File: src/rtl/core/lmb_pkg.sv
// shared types and constants of the led mode blink scheduler
// no dependencies
`default_nettype none

package lmb_pkg;

    localparam int TIME_W = 16;
    localparam int MODE_W = 3;
    localparam int LED_COUNT_DEF = 2;
    localparam int CFG_IDX_W = 1;

    localparam logic [TIME_W-1:0] FAST_HALF_RST = 16'd50;
    localparam logic [TIME_W-1:0] SLOW_HALF_RST = 16'd200;

    localparam logic OP_SET  = 1'b0;
    localparam logic OP_POLL = 1'b1;

    localparam logic [CFG_IDX_W-1:0] REG_FAST_HALF = 1'b0;
    localparam logic [CFG_IDX_W-1:0] REG_SLOW_HALF = 1'b1;

    localparam logic [MODE_W-1:0] MODE_NONE = 3'd0;
    localparam logic [MODE_W-1:0] MODE_OFF  = 3'd1;
    localparam logic [MODE_W-1:0] MODE_ON   = 3'd2;
    localparam logic [MODE_W-1:0] MODE_FAST = 3'd3;
    localparam logic [MODE_W-1:0] MODE_SLOW = 3'd4;

    typedef struct packed {
        logic [MODE_W-1:0] mode;
        logic [TIME_W-1:0] delay;
        logic [TIME_W-1:0] due;
        logic [TIME_W-1:0] expiry;
        logic              level;
    } led_entry_t;

    localparam int ENTRY_W = $bits(led_entry_t);

endpackage

`default_nettype wire

File: src/rtl/core/led_mode_blink_scheduler.sv
// top level of the led mode blink scheduler: sequencer, config registers
// depends on lmb_pkg, lmb_state_store, lmb_led_unit
//
// channel   direction  handshake               payload
// command   in         start & !busy           op, led_index, new_mode, duration_ms, now_ms
// result    out        done, one cycle         led_levels
// config    in         wr_en                   wr_index, wr_data
//
// a set-mode item touches at most the addressed led, a poll item walks every led:
// the single update unit visits one led per cycle, then done strobes.
// busy is low again in the done cycle, so the next item can be accepted there.
// reset clears config to 50/200 ms and every led to mode none, idle, level low.
// results cannot be stalled; led_levels is valid while done is high.
`default_nettype none

module led_mode_blink_scheduler #(
    parameter int LED_COUNT = lmb_pkg::LED_COUNT_DEF,
    parameter int IDX_W     = (LED_COUNT > 1) ? $clog2(LED_COUNT) : 1
) (
    input  wire logic                          clk,
    input  wire logic                          rst_n,
    input  wire logic                          start,
    output logic                               busy,
    input  wire logic                          op,
    input  wire logic [IDX_W-1:0]              led_index,
    input  wire logic [lmb_pkg::MODE_W-1:0]    new_mode,
    input  wire logic [lmb_pkg::TIME_W-1:0]    duration_ms,
    input  wire logic [lmb_pkg::TIME_W-1:0]    now_ms,
    output logic                               done,
    output logic [LED_COUNT-1:0]               led_levels,
    input  wire logic                          wr_en,
    input  wire logic [lmb_pkg::CFG_IDX_W-1:0] wr_index,
    input  wire logic [lmb_pkg::TIME_W-1:0]    wr_data
);

    typedef enum logic [1:0] {
        ST_IDLE = 2'b01,
        ST_STEP = 2'b10
    } state_t;

    state_t                     state_reg, state_next;
    logic [IDX_W-1:0]           idx_reg, idx_next;
    logic                       op_reg;
    logic                       wr_ok_reg;
    logic [lmb_pkg::MODE_W-1:0] mode_reg;
    logic [lmb_pkg::TIME_W-1:0] dur_reg;
    logic [lmb_pkg::TIME_W-1:0] now_reg;
    logic [lmb_pkg::TIME_W-1:0] fast_reg;
    logic [lmb_pkg::TIME_W-1:0] slow_reg;
    logic                       done_reg, done_next;

    logic                       accept;
    logic                       in_range;
    logic                       last_step;
    logic                       store_we;
    lmb_pkg::led_entry_t        cur_entry;
    lmb_pkg::led_entry_t        nxt_entry;

    assign busy     = (state_reg != ST_IDLE);
    assign accept   = start && !busy;
    assign in_range = ({1'b0, led_index} < (IDX_W + 1)'(LED_COUNT));
    assign done     = done_reg;

    // a set-mode item is a single step, a poll walks every led
    assign last_step = (op_reg == lmb_pkg::OP_SET) || (idx_reg == IDX_W'(LED_COUNT - 1));
    assign store_we  = (state_reg == ST_STEP) && ((op_reg == lmb_pkg::OP_POLL) || wr_ok_reg);

    always_comb
    begin
        state_next = state_reg;
        idx_next   = idx_reg;
        done_next  = 1'b0;
        case (state_reg)
            ST_IDLE:
            begin
                if (accept)
                begin
                    state_next = ST_STEP;
                    idx_next   = ((op == lmb_pkg::OP_SET) && in_range) ? led_index : '0;
                end
            end
            ST_STEP:
            begin
                if (last_step)
                begin
                    state_next = ST_IDLE;
                    done_next  = 1'b1;
                end
                else
                begin
                    idx_next = idx_reg + IDX_W'(1);
                end
            end
            default:
            begin
                state_next = ST_IDLE;
            end
        endcase
    end

    always_ff @(posedge clk or negedge rst_n)
    begin
        if (!rst_n)
        begin
            state_reg <= ST_IDLE;
            idx_reg   <= '0;
            done_reg  <= 1'b0;
            op_reg    <= lmb_pkg::OP_SET;
            wr_ok_reg <= 1'b0;
            fast_reg  <= lmb_pkg::FAST_HALF_RST;
            slow_reg  <= lmb_pkg::SLOW_HALF_RST;
        end
        else
        begin
            state_reg <= state_next;
            idx_reg   <= idx_next;
            done_reg  <= done_next;
            if (accept)
            begin
                op_reg    <= op;
                wr_ok_reg <= in_range;
            end
            if (wr_en)
            begin
                if (wr_index == lmb_pkg::REG_FAST_HALF)
                begin
                    fast_reg <= wr_data;
                end
                else
                begin
                    slow_reg <= wr_data;
                end
            end
        end
    end

    // item payload, held for the whole item
    always_ff @(posedge clk)
    begin
        if (accept)
        begin
            mode_reg <= new_mode;
            dur_reg  <= duration_ms;
            now_reg  <= now_ms;
        end
    end

    lmb_state_store #(
        .LED_COUNT (LED_COUNT),
        .IDX_W     (IDX_W)
    ) u_store (
        .clk      (clk),
        .rst_n    (rst_n),
        .wr_en    (store_we),
        .wr_idx   (idx_reg),
        .wr_entry (nxt_entry),
        .rd_idx   (idx_reg),
        .rd_entry (cur_entry),
        .levels   (led_levels)
    );

    lmb_led_unit u_unit (
        .op          (op_reg),
        .new_mode    (mode_reg),
        .duration_ms (dur_reg),
        .now_ms      (now_reg),
        .fast_half   (fast_reg),
        .slow_half   (slow_reg),
        .cur         (cur_entry),
        .nxt         (nxt_entry)
    );

endmodule

`default_nettype wire

File: src/rtl/core/lmb_led_unit.sv
// shared update unit: next state of one led for a set-mode or a poll step
// depends on lmb_pkg
`default_nettype none

module lmb_led_unit (
    input  wire logic                      op,
    input  wire logic [lmb_pkg::MODE_W-1:0] new_mode,
    input  wire logic [lmb_pkg::TIME_W-1:0] duration_ms,
    input  wire logic [lmb_pkg::TIME_W-1:0] now_ms,
    input  wire logic [lmb_pkg::TIME_W-1:0] fast_half,
    input  wire logic [lmb_pkg::TIME_W-1:0] slow_half,
    input  wire lmb_pkg::led_entry_t        cur,
    output lmb_pkg::led_entry_t             nxt
);

    logic [lmb_pkg::TIME_W-1:0] now_plus_dur;
    logic [lmb_pkg::TIME_W-1:0] due_plus_delay;
    logic [lmb_pkg::TIME_W-1:0] elapsed;
    logic                       new_blink;
    logic                       expired;

    assign now_plus_dur   = now_ms + duration_ms;
    assign due_plus_delay = cur.due + cur.delay;
    // wrapping difference since the due time
    assign elapsed        = now_ms - cur.due;
    assign new_blink      = (new_mode == lmb_pkg::MODE_FAST) ||
                            (new_mode == lmb_pkg::MODE_SLOW);
    // plain unsigned compare, no wrap handling
    assign expired        = (cur.expiry != '0) && (cur.expiry <= now_ms);

    always_comb
    begin
        nxt = cur;
        if (op == lmb_pkg::OP_SET)
        begin
            nxt.mode   = new_mode;
            nxt.delay  = '0;
            nxt.expiry = duration_ms;
            if (cur.due == '0)
            begin
                nxt.due = now_ms | lmb_pkg::TIME_W'(1);
            end
            if (new_blink)
            begin
                nxt.delay  = (new_mode == lmb_pkg::MODE_FAST) ? fast_half : slow_half;
                nxt.expiry = (duration_ms != '0) ? (now_plus_dur | lmb_pkg::TIME_W'(1))
                                                 : '0;
            end
        end
        else if ((cur.due != '0) && (elapsed >= cur.delay))
        begin
            case (cur.mode)
                lmb_pkg::MODE_OFF,
                lmb_pkg::MODE_ON:
                begin
                    nxt.level = (cur.mode == lmb_pkg::MODE_ON);
                    nxt.due   = '0;
                end
                lmb_pkg::MODE_FAST,
                lmb_pkg::MODE_SLOW:
                begin
                    nxt.level = ~cur.level;
                    nxt.due   = due_plus_delay | lmb_pkg::TIME_W'(1);
                    // fall back to off, due stays armed so next poll drives low
                    if (expired)
                    begin
                        nxt.mode   = lmb_pkg::MODE_OFF;
                        nxt.delay  = '0;
                        nxt.expiry = '0;
                    end
                end
                default:
                begin
                    nxt.due = '0;
                end
            endcase
        end
    end

endmodule

`default_nettype wire

File: src/rtl/core/lmb_state_store.sv
// per-led state registers: one write port, one read port, level vector out
// depends on lmb_pkg
`default_nettype none

module lmb_state_store #(
    parameter int LED_COUNT = lmb_pkg::LED_COUNT_DEF,
    parameter int IDX_W     = (LED_COUNT > 1) ? $clog2(LED_COUNT) : 1
) (
    input  wire logic                clk,
    input  wire logic                rst_n,
    input  wire logic                wr_en,
    input  wire logic [IDX_W-1:0]    wr_idx,
    input  wire lmb_pkg::led_entry_t wr_entry,
    input  wire logic [IDX_W-1:0]    rd_idx,
    output lmb_pkg::led_entry_t      rd_entry,
    output logic [LED_COUNT-1:0]     levels
);

    lmb_pkg::led_entry_t entry_reg [LED_COUNT];

    always_ff @(posedge clk or negedge rst_n)
    begin
        if (!rst_n)
        begin
            for (int i = 0; i < LED_COUNT; i++)
            begin
                entry_reg[i] <= '0;
            end
        end
        else if (wr_en)
        begin
            entry_reg[wr_idx] <= wr_entry;
        end
    end

    assign rd_entry = entry_reg[rd_idx];

    always_comb
    begin
        for (int i = 0; i < LED_COUNT; i++)
        begin
            levels[i] = entry_reg[i].level;
        end
    end

endmodule

`default_nettype wire

File: config.mk
export PLATFORM = sky130hd
export DESIGN_NAME = led_mode_blink_scheduler
export DESIGN_NICKNAME = d
export VERILOG_FILES = /design/src/rtl/core/lmb_pkg.sv /design/src/rtl/core/led_mode_blink_scheduler.sv /design/src/rtl/core/lmb_led_unit.sv /design/src/rtl/core/lmb_state_store.sv
export SDC_FILE = /design/constraint.sdc
export NUM_CORES = 1
export LEC_CHECK = 0
export BUFFER_PORTS_ARGS = -buffer_cell sky130_fd_sc_hd__buf_2
export CORE_ASPECT_RATIO = 0.8
export CORE_MARGIN = 1
export CORE_UTILIZATION = 30
export CTS_CLUSTER_SIZE = 12
export DETAILED_ROUTE_END_ITERATION = 8
export GPL_ROUTABILITY_DRIVEN = 0
export SLEW_MARGIN = 10
export SYNTH_ARGS = -nofsm -noshare
export SYNTH_HDL_FRONTEND = slang
export SYNTH_HIERARCHICAL = 1
export SYNTH_SLANG_ARGS = --single-unit
File: constraint.sdc
create_clock -name clk -period 6.2 [get_ports clk]
set_input_delay 1.24 -clock clk [delete_from_list [all_inputs] [get_ports clk]]
set_output_delay 1.24 -clock clk [all_outputs]
set_load 0.01 [all_outputs]
==> impl_metrics.csv <==
group,metric,value,unit
outcome,status,"finished, final reports clean",
timing,period_needed,5380,ps
layout,area_growth,11.2,%
layout,final_util,0.339,
worst_setup_path,crit_end,"u_store/entry_reg[80]$_DFFE_PN0P_",
global_routing,grt_usage,0.143,
worst_setup_path,crit_start,"idx_reg$_DFFE_PN0P_",
timing,rsz0062_at_grt,"false",
power_and_ir_drop,p_per_area,512,nW/um^2
die,die_h,175,um
clock_tree,cts_tree,"built",
timing,fin_tns_setup,0,ps
synth,syn_avg_cell_area,11.4,um^2
synth,synth.distinct_cells,75,
global_routing,grt_pass1_wl,43100,um
worst_setup_path,cp-start-kind,"register",
synth,synth_edf_count,35,
synth,synth-async-reset-ratio,0.802,
layout,drive_gt1_frac,0.308,
worst_setup_path,cp_top_family,"compound AO/OA/AOI/OAI gates",
layout,layout.nets,1171,
synth,synth-main-ff-cell,"dfrtp_1",
die,core-area,37000,um^2
die,ios,62,
drt,num_vias,7884,
worst_setup_path,slowest_delay,560,ps
die,die_w,219,um
worst_setup_path,reg2reg_depth,21,
global_routing,grt_pass1_vias,8050,
clock_tree,root_buffer,"clkbuf_16",
drt,routedWlPerCell,17.0,um
timing,clock_skew,12.3,ps
power_and_ir_drop,power.total,6.40,mW
synth,yosysWarnings,6,
global_routing,grt_overflow,0,
clock_tree,cts_resized,0,
drt,drt_pass1_iterations,6,
synth,synth_nets,1125,
clock_tree,cts_hold_buf,0,
timing,drv_slew,0,
min_path,hold_class,"register to register",
die,start_util,0.304,
run,maxCapViolCount,0,
drt,viasPerCell,5.14,
timing,max_freq,186,MHz
worst_setup_path,end_kind,"register",
worst_setup_path,worstReg2RegEnd,"u_store/entry_reg[80]$_DFFE_PN0P_",
worst_setup_path,r2r_slack,820,ps
timing,finalHoldViolations,0,
worst_setup_path,cp_max_fo,15,
worst_setup_path,cp.arrival,5700,ps
worst_setup_path,worst-setup-path-type,"register to register",
clock_tree,clk_latency,430,ps
placed_design,dp_hpwl,19100,um
worst_setup_path,path_buf_inv,2,
timing,tightest_slew,1140,ps
clock_tree,cts_setup_buffers,0,
power_and_ir_drop,max-vdd-ir-drop,0.198,mV
worst_setup_path,crit_chain,"buf_4 -> mux2_2 -> inv_1 -> ha_1 -> o211ai_1 -> nand3_1 -> a31oi_1 -> a21oi_1 -> a21o_1 -> a21oi_1 -> xnor2_1 -> ha_1 -> a21o_1 -> a21o_1 -> a21oi_1 -> o21ai_0 -> a21oi_2 -> or2_1 -> nor3_1 -> a221o_1 -> mux2_2",
drt,first_iter_violations,554,
synth,synth_seq_cells,177,
min_path,hp-start,"wr_ok_reg$_DFFE_PN0P_",
worst_setup_path,cp.required,6520,ps
global_routing,grt_antenna_before_repair,1,
drt,postRouteAntennaNets,0,
placed_design,port_buffers,61,
synth,syn_inst,989,
global_routing,grt_start_max_net_pins,94,
clock_tree,numCtsBuffers,17,
layout,num_antenna_cells,0,
clock_tree,clock_path_buffers,2,
drt,drc,0,
synth,synth_area,11300,um^2
clock_tree,clkTransAtPathRegs,70,ps
timing,slew-limit-headroom,0.237,
drt,wl,26200,um
die,dieArea,38300,um^2
clock_tree,clock-sinks,177,
synth,yosysSeqAreaShare,0.410,
layout,largest_reg_flops,102,
timing,fin_crit_sh,0.868,
die,row_count,63,
power_and_ir_drop,power.leakage,5.65,nW
worst_setup_path,worst-path-stages,21,
clock_tree,htreeDepth,4,
worst_setup_path,cpMaxStageDelayCell,"dfrtp_2",
timing,finalSetupViolCount,0,
worst_setup_path,r2r-start,"idx_reg$_DFFE_PN0P_",
-- worst min path at each step --
stage                                        to  slack (ps)  cells after the start
final                     wr_ok_reg$_DFFE_PN0P_         470                      1
after CTS                 wr_ok_reg$_DFFE_PN0P_         480                      1
after detailed placement  wr_ok_reg$_DFFE_PN0P_         460                      1
after global placement    wr_ok_reg$_DFFE_PN0P_         450                      1
after floorplan           wr_ok_reg$_DFFE_PN0P_         440                      1
after global routing      wr_ok_reg$_DFFE_PN0P_         510                      1
-- logic make-up after synthesis --
family          count (synthesis)  synth area share
compound gates                200             0.127
mux                           206             0.209
buf+inv                       103            0.0486
xor+xnor                       36            0.0280
fa+ha+maj                      78            0.0887
simple gates                  189            0.0889
flops                         177             0.410
-- placed cells by master (no fill, tap or decap), types with 8 or more instances in the layout --
cell         n
mux2_2     175
dfrtp_1    134
ha_1        75
buf_2       60
inv_1       59
a21oi_1     46
nand2_1     40
edfxtp_1    35
nor2_1      30
xnor2_1     24
nor3_1      23
a21o_1      23
o2bb2ai_1   22
o21ai_0     21
nand3_1     20
clkbuf_16   19
mux2i_1     17
mux2_4      14
nor4_1      14
xor2_1      12
o22ai_1     11
a31oi_1      9
buf_4        9
nand2b_1     8
o211ai_1     8
a22oi_1      8
-- final cells by class --
class / instances / area [um^2]
clock buffers: 19 / 475
clock inverters: 13 / 111
fillers: 3679 / 24400
inverters: 60 / 225
multi-input cells: 709 / 6100
flip-flops and latches: 177 / 4610
well taps: 487 / 609
repair buffers: 70 / 379
-- layer usage --
layer  up-vias  wire, um  global-route usage
met5         -         0                   0
met4         0       463              0.0431
met3        27       902              0.0239
met2       167     12200               0.229
met1      3914     12600               0.196
li1       3776         -                   -
-- metrics by stage --
stage / setup slack, ps / hold WS (ps) / std cells / cell area (um^2)
final: 816 / 472 / 1535 / 12500
after detailed placement: 881 / 455 / 1503 / 11900
after global placement: 909 / 454 / 1503 / 11900
after global routing: 387 / 513 / 1535 / 12500
after CTS: 852 / 477 / 1535 / 12500
after floorplan: 1330 / 435 / 989 / 11300
-- where the power goes --
part	internal [mW]	switching [mW]	total [mW]
registers	1.57	0.226	1.80
logic	1.52	2.02	3.54
clock network	0.576	0.491	1.07
-- cells in the mapped netlist, types with 5 or more instances --
master,n,share of area
nor3_1,23,0.010
xnor2_1,24,0.019
and3_1,6,0.0033
nor2_1,30,0.010
xor2_1,12,0.0093
inv_1,59,0.020
nand3_1,20,0.0089
o22ai_1,11,0.0061
dfstp_2,7,0.016
clkbuf_1,13,0.0043
nand4_1,7,0.0039
a22oi_1,8,0.0053
mux2_2,175,0.18
mux2i_1,17,0.015
clkbuf_8,5,0.0061
mux2_4,14,0.019
a221o_1,6,0.0053
edfxtp_1,35,0.093
nor2b_1,7,0.0039
o2bb2ai_1,22,0.017
or3_1,7,0.0039
a21o_1,23,0.015
a21oi_1,46,0.020
nor4_1,14,0.0078
a31oi_1,9,0.0050
ha_1,75,0.083
buf_2,10,0.0044
o21ai_0,21,0.0093
buf_6,12,0.012
o211ai_1,8,0.0053
nand2_1,40,0.013
dfrtp_1,135,0.30
nand2b_1,8,0.0044
(Power assumes the default switching activity.)
